$ cat config.mk
export PLATFORM = sky130hd
export DESIGN_NAME = hid_keyboard_report_framer
export DESIGN_NICKNAME = d
export VERILOG_FILES = /design/src/rtl/core/hkrf_pkg.sv /design/src/rtl/core/hid_keyboard_report_framer.sv /design/src/rtl/core/hkrf_front.sv /design/src/rtl/core/hkrf_back.sv
export SDC_FILE = /design/constraint.sdc
export NUM_CORES = 1
export LEC_CHECK = 0
export CAP_MARGIN = 20
export CORE_MARGIN = 4
export CORE_UTILIZATION = 35
export CTS_BUF_LIST = sky130_fd_sc_hd__clkbuf_4 sky130_fd_sc_hd__clkbuf_8
export DETAILED_ROUTE_END_ITERATION = 16
export DONT_BUFFER_PORTS = 1
export SYNTH_ARGS = -nofsm -noshare
export SYNTH_HDL_FRONTEND = slang
export SYNTH_SLANG_ARGS = --single-unit
$ cat constraint.sdc
create_clock -name i_clk -period 4.4 [get_ports i_clk]
set_clock_uncertainty 0.2 [all_clocks]
set_input_delay 0.22 -clock i_clk [delete_from_list [all_inputs] [get_ports i_clk]]
set_output_delay 0.22 -clock i_clk [all_outputs]
set_load 0.02 [all_outputs]
$ cat src/rtl/core/hkrf_pkg.sv
// Shared types, constants and the key code map for the HID keyboard report framer.
// No dependencies; the front and back modules import it.
`default_nettype none

package hkrf_pkg;

    // Default depth of the held key set
    localparam int MAX_KEYS_DEF = 6;

    // Command queue between front and back
    localparam int QUEUE_DEPTH = 2;

    // Event actions
    localparam logic [1:0] ACT_DOWN    = 2'd0;
    localparam logic [1:0] ACT_UP      = 2'd1;
    localparam logic [1:0] ACT_RELEASE = 2'd2;
    localparam logic [1:0] ACT_UNUSED  = 2'd3;

    // Frame layout
    localparam int             FRAME_LEN  = 14;
    localparam int             FRAME_KEYS = 6;
    localparam logic [3:0]     POS_MOD    = 4'd5;
    localparam logic [3:0]     POS_KEY0   = 4'd7;
    localparam logic [3:0]     POS_SUM    = 4'd13;
    localparam logic [7:0]     HDR_SYNC0  = 8'h57;
    localparam logic [7:0]     HDR_SYNC1  = 8'hAB;
    localparam logic [7:0]     HDR_ADDR   = 8'h00;
    localparam logic [7:0]     HDR_CMD    = 8'h02;
    localparam logic [7:0]     HDR_LEN    = 8'h08;
    localparam logic [7:0]     BYTE_ZERO  = 8'h00;

    // Usages that are modifiers and never enter the set
    localparam logic [7:0] USAGE_CTRL  = 8'h01;
    localparam logic [7:0] USAGE_SHIFT = 8'h02;

    // Offset bases
    localparam logic [7:0] BASE_LETTER = 8'h04;
    localparam logic [7:0] BASE_DIGIT  = 8'h1E;
    localparam logic [7:0] USAGE_ZERO  = 8'h27;
    localparam logic [7:0] BASE_KPAD   = 8'h59;
    localparam logic [7:0] USAGE_KP0   = 8'h62;
    localparam logic [7:0] BASE_FKEY   = 8'h3A;

    typedef enum logic [1:0] {
        OP_NONE,
        OP_INSERT,
        OP_REMOVE,
        OP_CLEAR
    } t_op;

    // Classified event passed from front to back
    typedef struct packed {
        t_op        op;
        logic [7:0] usage;
        logic [3:0] mod;
    } t_cmd;

    // Map a virtual-key code to {hit, usage}; hit low means no usage
    function automatic logic [8:0] map_usage(input logic [7:0] vk);
        logic [8:0] res;
        res = 9'h000;
        if (vk >= 8'd65 && vk <= 8'd90) begin
            res = {1'b1, BASE_LETTER + (vk - 8'd65)};
        end else if (vk == 8'd48) begin
            res = {1'b1, USAGE_ZERO};
        end else if (vk >= 8'd49 && vk <= 8'd57) begin
            res = {1'b1, BASE_DIGIT + (vk - 8'd49)};
        end else if (vk == 8'd96) begin
            res = {1'b1, USAGE_KP0};
        end else if (vk >= 8'd97 && vk <= 8'd105) begin
            res = {1'b1, BASE_KPAD + (vk - 8'd97)};
        end else if (vk >= 8'd112 && vk <= 8'd123) begin
            res = {1'b1, BASE_FKEY + (vk - 8'd112)};
        end else begin
            case (vk)
                8'd27:   res = {1'b1, 8'h29};
                8'd8:    res = {1'b1, 8'h2A};
                8'd9:    res = {1'b1, 8'h2B};
                8'd20:   res = {1'b1, 8'h39};
                8'd13:   res = {1'b1, 8'h28};
                8'd16:   res = {1'b1, USAGE_SHIFT};
                8'd17:   res = {1'b1, USAGE_CTRL};
                8'd32:   res = {1'b1, 8'h2C};
                8'd45:   res = {1'b1, 8'h49};
                8'd46:   res = {1'b1, 8'h4C};
                8'd36:   res = {1'b1, 8'h4A};
                8'd35:   res = {1'b1, 8'h4D};
                8'd33:   res = {1'b1, 8'h4B};
                8'd34:   res = {1'b1, 8'h4E};
                8'd37:   res = {1'b1, 8'h50};
                8'd38:   res = {1'b1, 8'h52};
                8'd39:   res = {1'b1, 8'h4F};
                8'd40:   res = {1'b1, 8'h51};
                8'd144:  res = {1'b1, 8'h53};
                8'd192:  res = {1'b1, 8'h35};
                8'd189:  res = {1'b1, 8'h2D};
                8'd187:  res = {1'b1, 8'h2E};
                8'd219:  res = {1'b1, 8'h2F};
                8'd221:  res = {1'b1, 8'h30};
                8'd186:  res = {1'b1, 8'h33};
                8'd222:  res = {1'b1, 8'h34};
                8'd220:  res = {1'b1, 8'h31};
                8'd188:  res = {1'b1, 8'h36};
                8'd190:  res = {1'b1, 8'h37};
                8'd191:  res = {1'b1, 8'h38};
                8'd111:  res = {1'b1, 8'h38};
                8'd106:  res = {1'b1, 8'h55};
                8'd109:  res = {1'b1, 8'h56};
                8'd107:  res = {1'b1, 8'h57};
                8'd110:  res = {1'b1, 8'h63};
                8'd91:   res = {1'b1, 8'h08};
                default: res = 9'h000;
            endcase
        end
        return res;
    endfunction

endpackage

`default_nettype wire

$ cat src/rtl/core/hid_keyboard_report_framer.sv
// Top level of the HID keyboard report framer: front classifier and queue,
// back set update and frame streamer. Depends on hkrf_pkg, hkrf_front, hkrf_back.
`default_nettype none

// Each accepted key event (down, up, release all) produces one 14-byte boot
// keyboard frame: 57 AB 00 02 08, modifier byte, 00, six ascending key
// usages padded with 00, and an 8-bit sum of the preceding 13 bytes; o_last
// marks the checksum byte. Action 3 is accepted and produces nothing. Up to
// MAX_KEYS usages are held; only the lowest six appear in a frame. The back
// end emits one frame byte per clock while the consumer pops every cycle;
// the set update for the next event, if already queued, happens in the same
// cycle as the checksum byte of the current one. A two-entry command queue
// lets up to two events be accepted ahead of the frame in progress, plus a
// one-byte output register.
module hid_keyboard_report_framer
    import hkrf_pkg::*;
#(
    parameter int MAX_KEYS = MAX_KEYS_DEF
) (
    input  wire logic       i_clk,
    input  wire logic       i_rst_n,
    input  wire logic       push,
    output logic            full,
    input  wire logic [1:0] i_action,
    input  wire logic [7:0] i_key_code,
    input  wire logic [3:0] i_modifier_flags,
    output logic            empty,
    input  wire logic       pop,
    output logic [7:0]      o_frame_byte,
    output logic            o_last
);

    logic cmd_valid;
    logic cmd_take;
    t_cmd cmd;

    // Classify and queue events
    hkrf_front u_front (
        .i_clk            (i_clk),
        .i_rst_n          (i_rst_n),
        .push             (push),
        .full             (full),
        .i_action         (i_action),
        .i_key_code       (i_key_code),
        .i_modifier_flags (i_modifier_flags),
        .o_cmd_valid      (cmd_valid),
        .o_cmd            (cmd),
        .i_cmd_take       (cmd_take)
    );

    // Update the key set and stream frames
    hkrf_back #(
        .MAX_KEYS (MAX_KEYS)
    ) u_back (
        .i_clk        (i_clk),
        .i_rst_n      (i_rst_n),
        .i_cmd_valid  (cmd_valid),
        .i_cmd        (cmd),
        .o_cmd_take   (cmd_take),
        .empty        (empty),
        .pop          (pop),
        .o_frame_byte (o_frame_byte),
        .o_last       (o_last)
    );

endmodule

`default_nettype wire

$ cat src/rtl/core/hkrf_front.sv
// Front end: accepts key events, classifies them into set commands and
// queues them for the back end. Depends on hkrf_pkg.
`default_nettype none

module hkrf_front
    import hkrf_pkg::*;
(
    input  wire logic       i_clk,
    input  wire logic       i_rst_n,
    input  wire logic       push,
    output logic            full,
    input  wire logic [1:0] i_action,
    input  wire logic [7:0] i_key_code,
    input  wire logic [3:0] i_modifier_flags,
    output logic            o_cmd_valid,
    output t_cmd            o_cmd,
    input  wire logic       i_cmd_take
);

    localparam int PW = (QUEUE_DEPTH > 1) ? $clog2(QUEUE_DEPTH) : 1;
    localparam int CW = $clog2(QUEUE_DEPTH + 1);

    t_cmd          r_q [QUEUE_DEPTH];
    logic [PW-1:0] r_wp, r_rp;
    logic [CW-1:0] r_cnt;
    t_cmd          cmd_new;
    logic [8:0]    map_res;
    logic          accept, wr, rd;

    // Classify the incoming event
    always_comb begin
        map_res       = map_usage(i_key_code);
        cmd_new.usage = map_res[7:0];
        cmd_new.mod   = {i_modifier_flags[0], i_modifier_flags[1],
                         i_modifier_flags[2], i_modifier_flags[3]};
        if (i_action == ACT_RELEASE) begin
            cmd_new.op = OP_CLEAR;
        end else if (!map_res[8] || map_res[7:0] == USAGE_CTRL
                     || map_res[7:0] == USAGE_SHIFT) begin
            cmd_new.op = OP_NONE;
        end else if (i_action == ACT_DOWN) begin
            cmd_new.op = OP_INSERT;
        end else begin
            cmd_new.op = OP_REMOVE;
        end
    end

    assign full        = (r_cnt == CW'(QUEUE_DEPTH));
    assign accept      = push && !full;
    // Drop the unused action: accepted, no frame
    assign wr          = accept && (i_action != ACT_UNUSED);
    assign rd          = i_cmd_take && (r_cnt != '0);
    assign o_cmd_valid = (r_cnt != '0);
    assign o_cmd       = r_q[r_rp];

    // Hold queued commands
    always_ff @(posedge i_clk) begin
        if (wr) begin
            r_q[r_wp] <= cmd_new;
        end
    end

    // Advance queue pointers and fill count
    always_ff @(posedge i_clk) begin
        if (!i_rst_n) begin
            r_wp  <= '0;
            r_rp  <= '0;
            r_cnt <= '0;
        end else begin
            if (wr) begin
                r_wp <= (r_wp == PW'(QUEUE_DEPTH - 1)) ? '0 : r_wp + 1'b1;
            end
            if (rd) begin
                r_rp <= (r_rp == PW'(QUEUE_DEPTH - 1)) ? '0 : r_rp + 1'b1;
            end
            if (wr && !rd) begin
                r_cnt <= r_cnt + 1'b1;
            end else if (rd && !wr) begin
                r_cnt <= r_cnt - 1'b1;
            end
        end
    end

    a_cnt_bound: assert property (@(posedge i_clk) disable iff (!i_rst_n)
        r_cnt <= CW'(QUEUE_DEPTH))
        else $error("command queue overfilled");

endmodule

`default_nettype wire

$ cat src/rtl/core/hkrf_back.sv
// Back end: applies set commands to the sorted held key set and streams
// the 14-byte frame with a running checksum. Depends on hkrf_pkg.
`default_nettype none

module hkrf_back
    import hkrf_pkg::*;
#(
    parameter int MAX_KEYS = MAX_KEYS_DEF
) (
    input  wire logic       i_clk,
    input  wire logic       i_rst_n,
    input  wire logic       i_cmd_valid,
    input  wire t_cmd       i_cmd,
    output logic            o_cmd_take,
    output logic            empty,
    input  wire logic       pop,
    output logic [7:0]      o_frame_byte,
    output logic            o_last
);

    localparam int CW = $clog2(MAX_KEYS + 1);

    typedef enum logic {
        ST_IDLE,
        ST_SEND
    } t_state;

    t_state        r_state;
    logic [3:0]    r_idx;
    logic [3:0]    r_mod;
    logic [7:0]    r_sum;
    logic [7:0]    r_keys [MAX_KEYS];
    logic [CW-1:0] r_count;
    logic [7:0]    r_out_byte;
    logic          r_out_last;
    logic          r_out_valid;

    logic [7:0]    n_keys [MAX_KEYS];
    logic [CW-1:0] n_count;
    logic [7:0]    key_prev [MAX_KEYS];
    logic [7:0]    key_next [MAX_KEYS];
    logic [MAX_KEYS-1:0] lt, hit, after;
    logic [MAX_KEYS:0]   lt_ext;
    logic          present;
    logic [7:0]    fk [FRAME_KEYS];
    logic [7:0]    byte_sel;
    logic [2:0]    kidx;
    logic          load, take, at_end;

    // Neighbor views of the set for shifting
    always_comb begin
        key_prev[0]          = BYTE_ZERO;
        key_next[MAX_KEYS-1] = BYTE_ZERO;
        for (int i = 0; i < MAX_KEYS - 1; i++) begin
            key_prev[i+1] = r_keys[i];
            key_next[i]   = r_keys[i+1];
        end
    end

    // Compare the command usage against every held entry
    always_comb begin
        for (int i = 0; i < MAX_KEYS; i++) begin
            lt[i]  = (CW'(i) < r_count) && (r_keys[i] < i_cmd.usage);
            hit[i] = (CW'(i) < r_count) && (r_keys[i] == i_cmd.usage);
        end
        lt_ext   = {lt, 1'b1};
        present  = |hit;
        after[0] = hit[0];
        for (int i = 1; i < MAX_KEYS; i++) begin
            after[i] = after[i-1] | hit[i];
        end
    end

    // Next set contents for the command
    always_comb begin
        n_keys  = r_keys;
        n_count = r_count;
        unique case (i_cmd.op)
            OP_INSERT: begin
                if (!present && r_count != CW'(MAX_KEYS)) begin
                    for (int i = 0; i < MAX_KEYS; i++) begin
                        if (lt[i]) begin
                            n_keys[i] = r_keys[i];
                        end else if (lt_ext[i]) begin
                            n_keys[i] = i_cmd.usage;
                        end else begin
                            n_keys[i] = key_prev[i];
                        end
                    end
                    n_count = r_count + 1'b1;
                end
            end
            OP_REMOVE: begin
                if (present) begin
                    for (int i = 0; i < MAX_KEYS; i++) begin
                        n_keys[i] = after[i] ? key_next[i] : r_keys[i];
                    end
                    n_count = r_count - 1'b1;
                end
            end
            OP_CLEAR: begin
                for (int i = 0; i < MAX_KEYS; i++) begin
                    n_keys[i] = BYTE_ZERO;
                end
                n_count = '0;
            end
            OP_NONE: begin
                n_count = r_count;
            end
            default: begin
                n_count = r_count;
            end
        endcase
    end

    // Key bytes of the frame, zero past the fill count
    for (genvar k = 0; k < FRAME_KEYS; k++) begin : g_fk
        if (k < MAX_KEYS) begin : g_held
            assign fk[k] = (CW'(k) < r_count) ? r_keys[k] : BYTE_ZERO;
        end else begin : g_pad
            assign fk[k] = BYTE_ZERO;
        end
    end

    // Select the current frame byte
    always_comb begin
        kidx = 3'(r_idx - POS_KEY0);
        if (r_idx == POS_SUM) begin
            byte_sel = r_sum;
        end else if (r_idx >= POS_KEY0) begin
            byte_sel = (kidx < 3'(FRAME_KEYS)) ? fk[kidx] : BYTE_ZERO;
        end else if (r_idx == POS_MOD) begin
            byte_sel = {4'h0, r_mod};
        end else begin
            unique case (r_idx[2:0])
                3'd0:    byte_sel = HDR_SYNC0;
                3'd1:    byte_sel = HDR_SYNC1;
                3'd2:    byte_sel = HDR_ADDR;
                3'd3:    byte_sel = HDR_CMD;
                3'd4:    byte_sel = HDR_LEN;
                default: byte_sel = BYTE_ZERO;
            endcase
        end
    end

    assign load       = (r_state == ST_SEND) && (!r_out_valid || pop);
    assign at_end     = (r_idx == POS_SUM);
    assign take       = i_cmd_valid && ((r_state == ST_IDLE) || (load && at_end));
    assign o_cmd_take = take;

    assign empty        = !r_out_valid;
    assign o_frame_byte = r_out_byte;
    assign o_last       = r_out_last;

    // Sequence frames: pick up a command, update the set, emit bytes
    always_ff @(posedge i_clk) begin
        if (!i_rst_n) begin
            r_state     <= ST_IDLE;
            r_idx       <= '0;
            r_sum       <= '0;
            r_count     <= '0;
            r_out_valid <= 1'b0;
            for (int i = 0; i < MAX_KEYS; i++) begin
                r_keys[i] <= BYTE_ZERO;
            end
        end else begin
            // Load the next frame byte, or drop the one just popped
            if (load) begin
                r_out_byte  <= byte_sel;
                r_out_last  <= at_end;
                r_out_valid <= 1'b1;
            end else if (pop) begin
                r_out_valid <= 1'b0;
            end
            // Start the next frame, or advance through the current one
            if (take) begin
                r_keys  <= n_keys;
                r_count <= n_count;
                r_mod   <= i_cmd.mod;
                r_idx   <= '0;
                r_sum   <= '0;
                r_state <= ST_SEND;
            end else if (load) begin
                r_sum <= r_sum + byte_sel;
                r_idx <= r_idx + 1'b1;
                if (at_end) begin
                    r_state <= ST_IDLE;
                end
            end
        end
    end

    a_count_bound: assert property (@(posedge i_clk) disable iff (!i_rst_n)
        r_count <= CW'(MAX_KEYS))
        else $error("held key count above capacity");

    a_last_aligned: assert property (@(posedge i_clk) disable iff (!i_rst_n)
        (r_out_valid && r_out_last) |-> (r_state == ST_IDLE || r_idx == '0))
        else $error("frame end not aligned with byte counter");

    a_first_byte: assert property (@(posedge i_clk) disable iff (!i_rst_n)
        (load && r_idx == '0) |=> (r_out_byte == HDR_SYNC0 && !r_out_last))
        else $error("frame does not open with sync byte");

    a_take_idle: assert property (@(posedge i_clk) disable iff (!i_rst_n)
        (take && r_state == ST_SEND) |-> (load && at_end))
        else $error("command taken in the middle of a frame");

    for (genvar g = 0; g + 1 < MAX_KEYS; g++) begin : g_sorted
        a_sorted: assert property (@(posedge i_clk) disable iff (!i_rst_n)
            (CW'(g + 1) < r_count) |-> (r_keys[g] < r_keys[g+1]))
            else $error("held keys out of order");
    end

endmodule

`default_nettype wire
== After elaboration in Yosys (flattened, before gate mapping) ==
Memories as Yosys holds them, arrays and structs flattened. A register that Yosys moved wholly into a read port is not among the register bits.
Index checks and enable logic that the tools add are counted.

* Bitwise logic cells: 9
* Add/sub/neg operators: 17
* Magnitude comparators: 23
* Reduce and logical (&&, ||, !) cells: 57
* Muxes and demuxes: 60
* Eq/ne operators: 72

{| class="wikitable"
|+ Operators with widths
! operator !! number
|-
| case mux 9 bit (35 select lines) || 1
|-
| 2-to-1 mux 8 bit || 29
|-
| case mux 48 bit (3 select lines) || 1
|-
| == test 8 x 6 -> 1 bit, second input constant || 12
|-
| == test 8 bit, second input constant || 12
|-
| 2-to-1 mux 48 bit || 2
|-
| == test 8 x 7 -> 1 bit, second input constant || 7
|-
| 2-to-1 mux 9 bit || 6
|-
| == test 8 bit || 6
|-
| < comparator 8 bit || 6
|-
| AND reduction 6 bit || 6
|-
| == test 8 x 5 -> 1 bit, second input constant || 4
|-
| case mux 8 bit (4 select lines) || 1
|-
| logical AND 1 bit || 25
|-
| binary-select mux 8 bit (select 3 bit) || 1
|-
| == test 8 x 4 -> 1 bit, second input constant || 3
|-
| >= comparator 8 x 7 -> 1 bit, second input constant || 3
|-
| <= comparator 8 x 7 -> 1 bit, second input constant || 3
|-
| subtractor 8 x 7 -> 8 bit, second input constant || 3
|-
| inequality test 2 x 1 -> 1 bit, second input constant || 8
|-
| inequality test 2 bit, second input constant || 7
|-
| 2-to-1 mux 1 bit || 11
|-
| 2-to-1 mux 2 bit || 5
|-
| nonzero test 2 bit || 5
|-
| other kinds (45) || 71
|}

* Logic and storage cells: 256
* Input bits: 18
* Register bits: 82
* Memories: 1
* Output and inout port bits: 11
* RAM bits: 28

{| class="wikitable"
|+ Memories
! name !! depth !! bits a word !! rd ports !! clocked after memory_dff !! write ports !! line !! text
|-
| u_front.r_q || 2 || 14 || 1 || 1 || 1 || hkrf_front.sv:23 || <nowiki>t_cmd r_q [QUEUE_DEPTH];</nowiki>
|}

== Logic depth before layout (Yosys ltp) ==
* Depth after elaboration: 14
* Mapped depth: 18
* Depth with buffers taken out: 16

== By module ==
Synthesis repeated with hierarchy kept, for this count alone.

* Cell total of the unflattened synthesis: 1048
* Area total of the unflattened synthesis: 9071.2 µm²

{| class="wikitable"
|+ By module, submodules not included
! module !! cells an instance !! instances !! sequential area each (µm²) !! area each (µm²)
|-
| hkrf_back || 741 || 1 || 1691.6 || 6237.2
|-
| hkrf_front || 307 || 1 || 940.9 || 2834.0
|}

== Worst setup path before layout ==
Ideal clock, no wire load.

* Path kind: reg-to-reg
* Start point: reg (tool-made name)
* End point: reg u_back.r_keys (netlist bit u_back.key_next[14])
* Setup time: 0.072 ns
* Buffers on the path: 4
* Required time: 4.128 ns
* Period minus slack after synthesis: 3.977 ns
* Slack: 0.423 ns
* Cell stages (with the launch flop): 16
* Data arrival time: 3.705 ns
* Path through: dfxtp_1 clkbuf_1 clkbuf_1 mux2_2 inv_1 ha_1 nand4_1 or3_1 buf_2 o41a_1 and2_1 a221oi_4 nand2_4 buf_2 a2111o_1 a21oi_1

{| class="wikitable"
|+ RTL lines
! element !! line !! text
|-
| end signal: assignment || hkrf_back.sv:177 || <nowiki>r_keys <= n_keys;</nowiki>
|-
| end: declaration || hkrf_back.sv:32 || <nowiki>logic [7:0] r_keys [MAX_KEYS];</nowiki>
|}

==> out/metrics.cfg <==
[power_and_ir_drop]
p_total_w=0.00469
ir_drop_v=0.000261
p_sw_frac=0.460
power.leakage_nw=3.31
clock_power_share=0.141
p_int_w=0.00253
power_density_mw_per_mm2=509
power_frac_comb=0.510
power.switching_w=0.00216
seqPwrFrac=0.349

[critical_path]
cp_num_buf_inv=1
path_depth=11
max_stage_delay_ns=0.67
rr_worst_depth=11
critical-path-top-delay-family=compound AO/OA/AOI/OAI gates
slowest_stage=dfxtp_1
worstSetupStartpointType=register
crit_fanout=16
crit_path_end_kind=register
path_class=reg2reg
critPathRequiredTime_ns=4.53
worstPathArrival_ns=4.28
cp_cell_sequence=mux2_2 > inv_1 > ha_1 > nand4_1 > or3_1 > o41a_1 > and2_1 > a221oi_4 > o211a_1 > o21ai_0 > a31oi_1

[floorplanning]
dieArea_mm2=0.0268
num_io_pins=29
core_area_mm2=0.0237
die_height_um=164
fp-row-count=56
start_util=0.358
fp.dieW_um=164

[global_routing]
track_usage=0.193
use_met3=0.0331
grt_busiest_layer=met2
grt_start_max_net_pins=42
grt_pass1_vias=7461
gr-usage-met2=0.311
overflow=0
antenna_found_initial=1
grt_pass1_wl_um=41300
met1_usage=0.253

[timing]
relSlewSlack=0.269
worst_pin_slew_ns=1.09
finalHoldViolCount=0
worst_slack_ns=0.249
fmax_mhz=241
fin_tns_setup_ns=0
period_minus_slack_ns=4.15
rsz0062_at_grt=no
finalSetupViolCount=0
drv_slew=0
period_share=0.943

[worst_hold_path]
hold-path-cell-count=5
worstHoldPathType=in2reg

[placement]
dp_hpwl_um=18700
place_congestion=0.928
post_dp_cell_area_mm2=0.00888
port_buffers=0
pre_cts_slack_ns=0.341
dp_cells=1258

[yosys]
avgSynthCellArea_um2=8.75
syn-cell-area_mm2=0.00848
synth_cells=970
synthTopCellsByArea=dfxtp_1 (17%), edfxtp_1 (15%), ha_1 (11%)
ys.flop_type=dfxtp_1
ys_seq_elements=111
yosysSeqAreaShare=0.310
yosysWarnings=0
synth_top_cell_area_share=0.165
synthArstFlopShare=0
ys_types=81
yosysTopAreaCell=dfxtp_1
synth_edf_count=41

[final_layout]
fillCellCount=2401
layout.nets=1055
drive_gt1_frac=0.117
final_cell_area_mm2=0.00922
final_cells=1286
syn_to_final_growth_pct=8.72

[detailed_routing]
routed-via-count=7824
drtAntennaViolNets=0
remaining_drc_errors=0
wl_per_cell_um=20.2
drt-total-wl_um=25900
dr.pass1.iters=6
drtIter0Drc=698
drt-vias-per-instance=6.08

[status]
status=finished, final reports clean

[clock_tree]
clkTransAtPathRegs_ns=0.13
cts_buffer_depth=2
root_buffer=clkbuf_8
cts_sinks=111
cts_tree=yes
cts_buffers=9
post-cts-setup-buffer-count=0
cts_max_level=3
clk_latency_ns=0.41

[run]
max_cap_viol_count=0

-- through the flow --
step	util	hold WS [ns]
final	0.389	0.0224
after global routing	0.389	0.0547
after CTS	0.389	0.0173
after detailed placement	0.375	0.119
after global placement	0.375	0.119
after floorplan	-	0.119
-- synthesized netlist by cell type (all sizes together), types with 9 or more instances --
library cell	instances
edfxtp	41
inv	32
dfxtp	70
a21oi	74
nand2	82
o21bai	11
o21ai	74
ha	75
nand2b	15
a31oi	21
buf	20
clkbuf	45
a221oi	17
xnor2	17
nor3	22
o221a	9
mux2	35
nor2b	11
o211ai	23
o21a	9
nand4	13
a211oi	17
a22oi	28
nor2	52
-- per-layer routing --
metal / share of wire / wire, um
met1: 0.43 / 11100
met2: 0.46 / 11900
met3: 0.073 / 1890
met4: 0.040 / 1030
met5: 0.00050 / 13
-- flip-flops by register name (all words and copies together) (netlist names), 2 cells and up, named ones only --
signal,flops
u_front.r_cnt,2
u_back.r_count,3
u_back.r_idx,4
u_back.key_next,40
u_back.r_mod,4
u_back.key_prev,8
u_back.o_frame_byte,8
u_front.r_q,28
u_back.r_sum,8
-- path summary, 6_finish.rpt --
path | startpoint | end | slack (ns)
worst max-delay path | register | u_back.key_next[45]$_SDFFE_PN0P_ | 0.25
worst min-delay path | i_action[1] | u_front.r_wp$_SDFFE_PN0P_ | 0.02
worst max register to register | register | u_back.key_next[45]$_SDFFE_PN0P_ | 0.25
worst min register to register | u_back.r_sum[6]$_SDFFE_PP0P_ | u_back.r_sum[6]$_SDFFE_PP0P_ | 0.29
-- cell usage in the layout (no fill, tap or decap), types with 16 or more instances in the layout --
cell | Yosys | layout
nor2_1 | 52 | 51
dfxtp_1 | 70 | 70
o21ai_0 | 70 | 70
a21oi_1 | 73 | 73
xnor2_1 | 17 | 17
a22oi_1 | 28 | 28
ha_1 | 75 | 74
nand2_1 | 81 | 81
edfxtp_1 | 41 | 41
inv_1 | 32 | 32
a31oi_1 | 21 | 21
buf_4 | 3 | 33
o211ai_1 | 23 | 23
a221oi_1 | 16 | 16
mux2_2 | 35 | 35
nor3_1 | 22 | 22
-- cells by family (layout without fill, tap and decap cells) --
logic type | after synthesis | count (layout) | share of synthesized area
fa+ha+maj | 76 | 76 | 0.113
flops | 111 | 111 | 0.310
other cells | 1 | 3 | 0.000442
xor+xnor | 22 | 22 | 0.0227
compound gates | 360 | 360 | 0.296
buf+inv | 100 | 95 | 0.0475
simple gates | 260 | 260 | 0.158
mux | 40 | 40 | 0.0524
-- power by group through the flow --
stage                     registers [W]  clock network, W  logic (W)
final                           0.00164          0.000662    0.00239
after global routing            0.00165          0.000715    0.00266
after CTS                       0.00162          0.000679    0.00236
after detailed placement        0.00165                 0    0.00234
after global placement          0.00165                 0    0.00231
after floorplan                 0.00149                 0    0.00183
-- layout make-up --
type / instances / area, um2 / area share
Inverter: 35 / 131 / 0.0142
Multi-Input combinational cell: 760 / 5470 / 0.593
Clock inverter: 7 / 96.3 / 0.0104
Sequential cell: 111 / 2630 / 0.285
Clock buffer: 9 / 124 / 0.0134
Timing Repair Buffer: 44 / 368 / 0.0399
Tap cell: 319 / 399 / 0.0433
Antenna cell: 1 / 2.50 / 0.000271
-- repair_timing --
action | in CTS | in global routing
setup endpoints to repair | 0 | 1
hold buffers | 11 | 0
gates resized for setup | 0 | 1
endpoints found under the hold margin | 56 | 0
-- worst register-to-register path, stage by stage, from the launching register on --
cell,delay [ns]
dfxtp_1,0.67
mux2_2,0.46
inv_1,0.35
ha_1,0.24
nand4_1,0.08
or3_1,0.39
o41a_1,0.20
and2_1,0.21
a221oi_4,0.49
o211a_1,0.50
o21ai_0,0.14
a31oi_1,0.15
(Power assumes the default switching activity.)
